## src/rtl/ccrc_pkg.sv

```systemverilog
// Package for the configurable CRC engine: register map, reset values and bit helpers.
package ccrc_pkg;

    // Largest CRC width the datapath carries
    localparam int unsigned MAX_WIDTH = 64;

    // Field and bus widths
    localparam int unsigned CRC_W   = 64;
    localparam int unsigned CWID_W  = 7;
    localparam int unsigned DATA_W  = 8;
    localparam int unsigned ADDR_W  = 6;
    localparam int unsigned PDATA_W = 64;
    localparam int unsigned IDX_W   = 3;
    localparam int unsigned BIT_W   = 6;

    // Register indexes; each register sits at byte address 8*index
    typedef enum logic [IDX_W-1:0] {
        REG_CRC_WIDTH      = 3'd0,
        REG_POLYNOMIAL     = 3'd1,
        REG_INITIAL_VALUE  = 3'd2,
        REG_REFLECT_INPUT  = 3'd3,
        REG_REFLECT_OUTPUT = 3'd4,
        REG_FINAL_XOR      = 3'd5
    } t_reg_idx;

    // Reset values (CRC-32 defaults)
    localparam logic [CWID_W-1:0] RST_CRC_WIDTH      = 7'd32;
    localparam logic [CRC_W-1:0]  RST_POLYNOMIAL     = 64'h0000_0000_04C1_1DB7;
    localparam logic [CRC_W-1:0]  RST_INITIAL_VALUE  = 64'h0000_0000_FFFF_FFFF;
    localparam logic              RST_REFLECT_INPUT  = 1'b1;
    localparam logic              RST_REFLECT_OUTPUT = 1'b1;
    localparam logic [CRC_W-1:0]  RST_FINAL_XOR      = 64'h0000_0000_FFFF_FFFF;

    // Clamp the programmed width to 1..MAX_WIDTH
    function automatic logic [CWID_W-1:0] f_eff_width(input logic [CWID_W-1:0] cw);
        logic [CWID_W-1:0] w;
        w = cw;
        if (w == '0) begin
            w = CWID_W'(1);
        end
        if (w > CWID_W'(MAX_WIDTH)) begin
            w = CWID_W'(MAX_WIDTH);
        end
        return w;
    endfunction

    // Ones in the low w bits
    function automatic logic [CRC_W-1:0] f_mask(input logic [CWID_W-1:0] w);
        logic [CWID_W-1:0] sh;
        sh = CWID_W'(CRC_W) - w;
        return {CRC_W{1'b1}} >> sh;
    endfunction

    // Bit reverse over the low w bits; bits above w drop out
    function automatic logic [CRC_W-1:0] f_rev(input logic [CRC_W-1:0] v,
                                               input logic [CWID_W-1:0] w);
        logic [CRC_W-1:0]  r;
        logic [CWID_W-1:0] sh;
        for (int i = 0; i < CRC_W; i++) begin
            r[i] = v[CRC_W-1-i];
        end
        sh = CWID_W'(CRC_W) - w;
        return r >> sh;
    endfunction

endpackage

```

## src/rtl/configurable_crc_engine.sv

```systemverilog
// Configurable CRC engine (Rocksoft-style CRC, width 1 to 64, one byte per word).
// Takes one message byte per clock, without bubbles while in_stall is low: the whole
// eight-bit register update is one pass of XOR logic from the running CRC register back
// into itself. On the word marked last, the raw CRC goes to the stage 1 register, then
// through the finishing logic (reflection and final XOR) into the output register.
// in_stall rises only when both result stages are full and out_stall holds the output.
// Settings are written over the APB port at byte address 8*index; any write to a known
// register restarts the running CRC from the start value under the new settings. The
// user must change registers only while no message result is outstanding; the block
// itself does not enforce this.
module configurable_crc_engine (
    input  logic                           i_clk,
    input  logic                           i_rst_n,
    // configuration port
    input  logic                           psel,
    input  logic                           penable,
    input  logic                           pwrite,
    input  logic [ccrc_pkg::ADDR_W-1:0]    paddr,
    input  logic [ccrc_pkg::PDATA_W-1:0]   pwdata,
    output logic [ccrc_pkg::PDATA_W-1:0]   prdata,
    output logic                           pready,
    // byte input
    input  logic                           in_valid,
    output logic                           in_stall,
    input  logic [ccrc_pkg::DATA_W-1:0]    i_data_byte,
    input  logic                           i_last_byte,
    // result output
    output logic                           out_valid,
    input  logic                           out_stall,
    output logic [ccrc_pkg::CRC_W-1:0]     o_crc_value
);
    import ccrc_pkg::*;

    // Configuration registers
    logic [CWID_W-1:0] r_crc_width;
    logic [CRC_W-1:0]  r_polynomial;
    logic [CRC_W-1:0]  r_initial_value;
    logic              r_reflect_input;
    logic              r_reflect_output;
    logic [CRC_W-1:0]  r_final_xor;

    // Running CRC and its reload flag
    logic [CRC_W-1:0]  r_crc;
    logic              r_fresh;

    // Result stages
    logic              r_s1_valid;
    logic [CRC_W-1:0]  r_s1_crc;
    logic              r_out_valid;
    logic [CRC_W-1:0]  r_out_crc;

    logic              cfg_wr;
    logic              cfg_known;
    t_reg_idx          cfg_idx;
    logic              in_acc;
    logic              s1_adv;
    logic [CWID_W-1:0] eff_w;
    logic [BIT_W-1:0]  top_bit;
    logic [CRC_W-1:0]  mask;
    logic [CRC_W-1:0]  poly;
    logic [CRC_W-1:0]  rpoly;
    logic [CRC_W-1:0]  start_val;
    logic [CRC_W-1:0]  n_crc;
    logic [CRC_W-1:0]  fin_crc;

    // Register decode
    assign cfg_idx   = t_reg_idx'(paddr[ADDR_W-1:ADDR_W-IDX_W]);
    assign cfg_wr    = psel && penable && pwrite;
    assign pready    = 1'b1;

    always_comb begin
        cfg_known = 1'b1;
        prdata    = '0;
        unique case (cfg_idx)
            REG_CRC_WIDTH:      prdata = PDATA_W'(r_crc_width);
            REG_POLYNOMIAL:     prdata = r_polynomial;
            REG_INITIAL_VALUE:  prdata = r_initial_value;
            REG_REFLECT_INPUT:  prdata = PDATA_W'(r_reflect_input);
            REG_REFLECT_OUTPUT: prdata = PDATA_W'(r_reflect_output);
            REG_FINAL_XOR:      prdata = r_final_xor;
            default:            cfg_known = 1'b0;
        endcase
    end

    always_ff @(posedge i_clk) begin
        if (!i_rst_n) begin
            r_crc_width      <= RST_CRC_WIDTH;
            r_polynomial     <= RST_POLYNOMIAL;
            r_initial_value  <= RST_INITIAL_VALUE;
            r_reflect_input  <= RST_REFLECT_INPUT;
            r_reflect_output <= RST_REFLECT_OUTPUT;
            r_final_xor      <= RST_FINAL_XOR;
        end else if (cfg_wr) begin
            unique case (cfg_idx)
                REG_CRC_WIDTH:      r_crc_width      <= pwdata[CWID_W-1:0];
                REG_POLYNOMIAL:     r_polynomial     <= pwdata;
                REG_INITIAL_VALUE:  r_initial_value  <= pwdata;
                REG_REFLECT_INPUT:  r_reflect_input  <= pwdata[0];
                REG_REFLECT_OUTPUT: r_reflect_output <= pwdata[0];
                REG_FINAL_XOR:      r_final_xor      <= pwdata;
                default: ;
            endcase
        end
    end

    // Derived settings
    assign eff_w     = f_eff_width(r_crc_width);
    assign top_bit   = BIT_W'(eff_w - CWID_W'(1));
    assign mask      = f_mask(eff_w);
    assign poly      = r_polynomial & mask;
    assign rpoly     = f_rev(poly, eff_w);
    assign start_val = r_reflect_input ? f_rev(r_initial_value & mask, eff_w)
                                       : (r_initial_value & mask);

    // Handshake: stall only when both result stages are held
    assign s1_adv   = r_s1_valid && !(r_out_valid && out_stall);
    assign in_stall = r_s1_valid && r_out_valid && out_stall;
    assign in_acc   = in_valid && !in_stall;

    // Eight-bit CRC update
    always_comb begin
        logic [CRC_W-1:0] c;
        logic             fb;
        c = (r_fresh ? start_val : r_crc) & mask;
        if (r_reflect_input) begin
            c = c ^ CRC_W'(i_data_byte);
            for (int i = 0; i < DATA_W; i++) begin
                fb = c[0];
                c  = c >> 1;
                if (fb) begin
                    c = c ^ rpoly;
                end
            end
        end else begin
            for (int i = 0; i < DATA_W; i++) begin
                fb = c[top_bit] ^ i_data_byte[DATA_W-1-i];
                c  = (c << 1) & mask;
                if (fb) begin
                    c = c ^ poly;
                end
            end
        end
        n_crc = c & mask;
    end

    always_ff @(posedge i_clk) begin
        if (!i_rst_n) begin
            r_fresh <= 1'b1;
        end else if (cfg_wr && cfg_known) begin
            r_fresh <= 1'b1;
        end else if (in_acc) begin
            r_fresh <= i_last_byte;
        end
    end

    always_ff @(posedge i_clk) begin
        if (in_acc) begin
            r_crc <= n_crc;
        end
    end

    // Stage 1: raw CRC of a finished message
    always_ff @(posedge i_clk) begin
        if (!i_rst_n) begin
            r_s1_valid <= 1'b0;
        end else if (in_acc && i_last_byte) begin
            r_s1_valid <= 1'b1;
        end else if (s1_adv) begin
            r_s1_valid <= 1'b0;
        end
    end

    always_ff @(posedge i_clk) begin
        if (in_acc && i_last_byte) begin
            r_s1_crc <= n_crc;
        end
    end

    // Finishing: reflect when the two reflect settings differ, then final XOR
    assign fin_crc = (((r_reflect_input ^ r_reflect_output) ? f_rev(r_s1_crc, eff_w)
                                                            : r_s1_crc)
                      ^ r_final_xor) & mask;

    // Output register
    always_ff @(posedge i_clk) begin
        if (!i_rst_n) begin
            r_out_valid <= 1'b0;
        end else if (s1_adv) begin
            r_out_valid <= 1'b1;
        end else if (!out_stall) begin
            r_out_valid <= 1'b0;
        end
    end

    always_ff @(posedge i_clk) begin
        if (s1_adv) begin
            r_out_crc <= fin_crc;
        end
    end

    assign out_valid   = r_out_valid;
    assign o_crc_value = r_out_crc;

endmodule

```

## config.mk

```make
export PLATFORM = sky130hd
export DESIGN_NAME = configurable_crc_engine
export DESIGN_NICKNAME = d
export VERILOG_FILES = /design/src/rtl/ccrc_pkg.sv /design/src/rtl/configurable_crc_engine.sv
export SDC_FILE = /design/constraint.sdc
export NUM_CORES = 2
export LEC_CHECK = 0
export ABC_AREA = 1
export BUFFER_PORTS_ARGS = -buffer_cell sky130_fd_sc_hd__buf_4
export CAP_MARGIN = 20
export CELL_PAD_IN_SITES_DETAIL_PLACEMENT = 0
export CELL_PAD_IN_SITES_GLOBAL_PLACEMENT = 1
export CORE_MARGIN = 1
export CORE_UTILIZATION = 45
export CTS_CLUSTER_DIAMETER = 60
export DETAILED_ROUTE_END_ITERATION = 6
export HOLD_SLACK_MARGIN = 0.12
export PLACE_DENSITY_LB_ADDON = 0.1
export SLEW_MARGIN = 25
export SYNTH_ARGS = -nofsm -noshare
export SYNTH_HDL_FRONTEND = slang
export SYNTH_SLANG_ARGS = --single-unit
```

## constraint.sdc

```tcl
create_clock -name i_clk -period 20.2 [get_ports i_clk]
set_input_delay 2.02 -clock i_clk [delete_from_list [all_inputs] [get_ports i_clk]]
set_output_delay 2.02 -clock i_clk [all_outputs]
set_load 0.01 [all_outputs]
```

== Yosys cells after proc, flatten, opt, wreduce, memory -nomap -nowiden ==
Index checks and enable logic that the tools add are counted.

* Word-level logic and storage cells: 147
* Bits in registers: 396
* Output and inout bits: 131
* Input port bits: 86

* Mux-type cells: 58
* Add/sub/neg operators: 2
* Reductions and logical operators: 22
* Bitwise operators: 41
* $lt $le $gt $ge: 2
* Eq/ne operators: 6
* Shifts and indexed selects: 4

{| class="wikitable"
|+ Operator list
! operator !! number
|-
| 64-bit two-way mux || 34
|-
| 64-bit AND || 13
|-
| 64-bit bitwise XOR || 9
|-
| 63-bit by 64-bit bitwise XOR with 64-bit output || 8
|-
| 64-bit case mux with 6 select lines || 1
|-
| 64-bit by 7-bit >> shifter with 64-bit output || 3
|-
| 64-bit by 7-bit >> shifter with 64-bit output (first input constant) || 1
|-
| 64-bit by 8-bit bitwise XOR with 64-bit output || 1
|-
| 1-bit binary-select mux with 6-bit select || 8
|-
| 7-bit two-way mux || 2
|-
| 1-bit two-way mux || 13
|-
| 2-bit AND reduction || 6
|-
| 1-bit logical AND || 9
|-
| 1-bit bitwise XOR || 9
|-
| 7-bit greater-than comparator (second input constant) || 1
|-
| 7-bit zero test || 1
|-
| 6-bit by 7-bit < comparator with 1-bit output (second input constant) || 1
|-
| 7-bit subtractor (first input constant) || 1
|-
| 3-bit by 2-bit equality test with 1-bit output (second input constant) || 2
|-
| 3-bit equality test (second input constant) || 2
|-
| 6-bit OR reduction || 1
|-
| 6-bit by 1-bit subtractor with 6-bit output (second input constant) || 1
|-
| 3-bit by 1-bit equality test with 1-bit output (second input constant) || 1
|-
| 3-bit zero test || 1
|-
| other kinds (5) || 6
|}

== Longest topological paths before layout ==
* Depth after elaboration: 52
* Mapped depth: 150

== Least setup slack after synthesis ==
No wires, ideal clock.

* Path kind: flip-flop to flip-flop
* Start point: reg r_crc_width[2]
* End point: reg r_crc[44] (data pin)
* Cell stages (with the launch flop): 140
* Arrival time: 14.416 ns
* Period minus slack after synthesis: 14.668 ns
* Path buffers: 30
* Slack: 5.532 ns
* Data required time: 19.948 ns
* Cells stage by stage: dfxtp_1 -> nor2_1 -> nand3_1 -> nand2_1 -> nand2_2 -> buf_6 -> clkbuf_8 -> buf_2 -> clkbuf_8 -> buf_6 -> clkbuf_8 -> clkbuf_8 -> clkbuf_8 -> clkbuf_8 -> clkbuf_1 -> clkbuf_8 -> clkbuf_8 -> clkbuf_8 -> [... 104 more ...] -> nand2_2 -> nand2_4 -> buf_12 -> buf_8 -> nand2_1 -> nand3_2 -> nand3_2 -> a21oi_1 -> nor2_1 -> nand2_1 -> nand3_2 -> nand2_4 -> nand2_4 -> buf_4 -> nand3_1 -> nand3_1 -> nand2_1 -> inv_1

* Cells in the longest elaborated chain, start to end: 52
* Elaborated cells on any way between the ends: 95
* Those cells by class: add/sub (2); order compare (1); shift (3); mux (51); bitwise (37); reduce/logical (1)

{| class="wikitable"
|+ Ends and longest elaborated chain
! what !! line !! text
|-
| start: declaration || configurable_crc_engine.sv:35 || <nowiki>logic [CWID_W-1:0] r_crc_width;</nowiki>
|-
| start signal: assignment || configurable_crc_engine.sv:95 || <nowiki>REG_CRC_WIDTH: r_crc_width <= pwdata[CWID_W-1:0];</nowiki>
|-
| 7-bit zero test || ccrc_pkg.sv:38 || <nowiki>if (w == '0) begin</nowiki>
|-
| 7-bit two-way mux (*) || ccrc_pkg.sv:38 ||
|-
| 7-bit greater-than comparator || ccrc_pkg.sv:41 || <nowiki>if (w > CWID_W'(MAX_WIDTH)) begin</nowiki>
|-
| 7-bit two-way mux (*) || ccrc_pkg.sv:41 ||
|-
| 7-bit subtractor || ccrc_pkg.sv:50, ccrc_pkg.sv:62 ||
|-
| 64-bit by 7-bit >> shifter with 64-bit output || ccrc_pkg.sv:51 || <nowiki>return {CRC_W{1'b1}} >> sh;</nowiki>
|-
| 64-bit AND || configurable_crc_engine.sv:112, configurable_crc_engine.sv:113 ||
|-
| 64-bit by 7-bit >> shifter with 64-bit output || ccrc_pkg.sv:63 || <nowiki>return r >> sh;</nowiki>
|-
| [... 37 more ...] || n/a ||
|-
| 64-bit two-way mux || configurable_crc_engine.sv:125 || <nowiki>if (r_reflect_input) begin</nowiki>
|-
| 1-bit binary-select mux with 6-bit select || configurable_crc_engine.sv:136 || <nowiki>fb = c[top_bit] ^ i_data_byte[DATA_W-1-i];</nowiki>
|-
| 1-bit two-way mux (implied by the code) || configurable_crc_engine.sv:136 ||
|-
| 1-bit bitwise XOR || configurable_crc_engine.sv:136 ||
|-
| 64-bit two-way mux || configurable_crc_engine.sv:138 || <nowiki>if (fb) begin</nowiki>
|-
| 64-bit two-way mux || configurable_crc_engine.sv:125 ||
|-
| 64-bit AND (*) || configurable_crc_engine.sv:143 || <nowiki>n_crc = c & mask;</nowiki>
|-
| net n_crc[44] || configurable_crc_engine.sv:63 || <nowiki>logic [CRC_W-1:0] n_crc;</nowiki>
|-
| end signal: assignment || configurable_crc_engine.sv:158 || <nowiki>r_crc <= n_crc;</nowiki>
|-
| end: declaration || configurable_crc_engine.sv:43 || <nowiki>logic [CRC_W-1:0] r_crc;</nowiki>
|}

Mark *: on every way through the listed nets, which the timed path passes. The rest lies on a longest branch. The select of a mux whose other input is x is not followed.
A chain may end at the register's enable or synchronous reset.

== Worst setup path in the final report ==
* Start point: reg r_crc_width[2]
* End point: reg r_crc[14] (data pin)

Same word-level chain as after synthesis.

==> reports/results.ini <==
[synthesis]
synth_ff_type=dfxtp_1
seq_area_frac_synth=0.163
async_reset_ff_frac=0
synth-edff-count=192
netlist_area_um2=60300
syn_inst=9851
yosys_warnings=0
ys_ff_latch=396
synthDistinctLibCells=62
syn_nets=9940
syn_avg_cell_area_um2=6.12

[clock_tree]
cts_hold_buf=0
clock_latency_ps=660
clk_pin_slew_ps=70
cts.sinks=396
cts_tree=built
ctsHtreeMaxLevel=2
cts_root_buffer=clkbuf_16
clock_path_buffers=3
cts_buffers=46

[grt]
grt_pass1_vias=66900
grt_pass1_wl_um=528000
grt_antenna_before_repair=46
grt_util_all_layers=0.549
grt_max_degree=181
grt.overflow.total=0

[critical_path]
crit_type=reg2reg
cp_max_fo=54
crit_path_start_kind=register
r2r_slack_ps=10
cp_common_cell=nand2_1
reg2reg_to=r_crc[14]$_DFFE_PP_
end_kind=register
worstSetupEndpoint=r_crc[14]$_DFFE_PP_
critPathMaxStageDelay_ps=440
reg2reg_depth=130
cp.arrival_ps=20510
required_ps=20530
crit_slowest_cell=nand2_1
cp-startpoint=r_crc_width[2]$_SDFFE_PN0P_
reg2reg_from=r_crc_width[2]$_SDFFE_PN0P_

[sta]
skew_ps=56.0
slew_violations=0
max_slew_margin=0.134
max_clock_freq_mhz=49.5
rsz0062_at_grt=no
min_period_ps=20190
finalSetupViolCount=0
hold_viol_final=0
period_share=0.999
tightestPinTransition_ps=1280
fin_tns_setup_ps=0

[finish]
fin_nets=10200
final_common_cell=nand2_1
fillerInstances=14300
layout_common_cells=2466 x nand2_1, 1851 x nand3_1, 886 x nor2_1
syn2layout_area_growth_pct=10.1
drive_gt1_frac=0.148

[floorplanning]
fp.dieW_um=368
dieArea_um2=135000
rows=133
die_h_um=368
core_area_um2=132000
io_pins=217
initial_core_util=0.456

[placed_design]
place_congestion=1.14
io_buffers=212
dpl.hpwl_um=301000

[flow_run]
drv_cap=0

[power_and_ir_drop]
ir_worst_vdd_mv=0.283
total_power_mw=12.9
power.density_nw_per_um2=194
p_leak_nw=31.2

[worst_hold_path]
whs_path_depth=2
hold_path.class=reg2reg

[route]
drt_iter0_markers=14400
drc=7
num_vias=76900
wl_per_cell_um=32.6
dr.pass1.iters=7
ant_nets=0
wl_um=389000
viasPerCell=6.43

[outcome]
failed_checks=DRC
outcome=complete, but fails checks

==> worst min-delay path by stage <==
stage                                      from                          endpoint  slack (ps)
2_1_floorplan  r_initial_value[53]$_SDFFE_PN0P_  r_initial_value[53]$_SDFFE_PN0P_         440
3_3_place_gp       r_polynomial[3]$_SDFFE_PN0P_      r_polynomial[3]$_SDFFE_PN0P_         480
3_5_place_dp   r_initial_value[32]$_SDFFE_PN0P_  r_initial_value[32]$_SDFFE_PN0P_         490
4_1_cts           r_reflect_output$_SDFFE_PN1P_     r_reflect_output$_SDFFE_PN1P_         500
5_1_grt           r_reflect_output$_SDFFE_PN1P_     r_reflect_output$_SDFFE_PN1P_         530
6_report          r_reflect_output$_SDFFE_PN1P_     r_reflect_output$_SDFFE_PN1P_         500
==> metal layers <==
metal	vias up	share of wire	global-route usage
li1	33000	-	-
met1	35900	0.36	0.689
met2	6437	0.38	0.733
met3	1513	0.16	0.210
met4	34	0.10	0.453
met5	-	0.0011	0.0128
==> cell usage after synthesis, types with 15 or more instances <==
cell type / count / area [um2]
buf_4: 52 / 390
nand3_2: 114 / 1140
buf_6: 92 / 1040
o211ai_1: 69 / 518
nand3b_1: 21 / 158
o21ai_1: 64 / 320
o21bai_1: 20 / 150
a22oi_1: 71 / 533
o221ai_1: 26 / 228
inv_2: 30 / 113
clkbuf_8: 151 / 2080
buf_2: 30 / 150
o21a_1: 15 / 113
nor2_1: 895 / 3360
nor3_1: 21 / 105
inv_1: 697 / 2620
nand4_1: 41 / 257
nand2_1: 2471 / 9280
nand2_4: 45 / 507
nand2_2: 241 / 1510
o22ai_1: 43 / 269
o21ai_0: 672 / 3360
xor2_1: 725 / 6350
or2_2: 17 / 106
clkbuf_1: 227 / 852
dfxtp_1: 204 / 4080
xnor2_1: 235 / 2060
buf_1: 40 / 150
o2111ai_1: 18 / 158
nor2_2: 49 / 307
nand3_1: 1851 / 9260
a21oi_1: 224 / 1120
edfxtp_1: 192 / 5770
mux2i_1: 31 / 310
a31oi_1: 32 / 200
==> metrics by stage <==
step | worst slack, ps | util | cell area, um2 | cells | hold WS [ps]
after floorplan | 5530 | - | 60300 | 9851 | 445
after global placement | 1500 | 0.490 | 64700 | 11800 | 477
after detailed placement | 1170 | 0.490 | 64700 | 11800 | 487
after CTS | 1070 | 0.501 | 66200 | 11900 | 497
after global routing | 23.5 | 0.502 | 66300 | 11900 | 526
final | 12.6 | 0.502 | 66400 | 11900 | 498
==> flip-flops by register name (all words and copies together), names as in the netlist, 7 cells and up <==
register         flops
o_crc_value         64
r_crc               64
r_final_xor         64
r_initial_value     64
r_polynomial        64
r_s1_crc            64
r_crc_width          7
==> power by group <==
part / internal, mW / switching (mW) / leakage (nW) / total [mW]
clock network: 0.461 / 0.407 / 0.722 / 0.868
registers: 1.16 / 0.127 / 3.50 / 1.29
logic: 3.52 / 7.22 / 27.0 / 10.7
total: 5.14 / 7.76 / 31.2 / 12.9
==> cells by family after synthesis <==
family | share of synthesized area
xor+xnor | 0.139
fa+ha+maj | 0.000623
simple gates | 0.437
flops | 0.163
compound gates | 0.123
mux | 0.00515
other cells | 0.0000622
buf+inv | 0.132
==> what timing repair did <==
action,4_1_cts,5_1_grt
endpoints found under the setup margin,0,128
resized for setup,0,8
buffers inserted,0,4
endpoints found under the hold margin,0,0
==> final cells by class <==
type	count	area [um2]	share of cell area
flip-flops and latches	396	9850	0.149
clock buffers	54	1200	0.0181
repair buffers	863	7280	0.110
diodes	21	52.6	0.000792
multi-input cells	8089	42700	0.643
clock inverters	29	287	0.00432
inverters	739	2810	0.0423
well taps	1755	2200	0.0331
==> critical path, delay by kind of cell, from the launching register on <==
family,cells,cell delay (ps)
AOI/OAI and AO/OA,1,100
adders and majority gates,1,330
buffers and inverters,18,3850
DFF,1,360
and+or+nand+nor,110,14890
No activity file was read; power rests on OpenSTA's default activity.
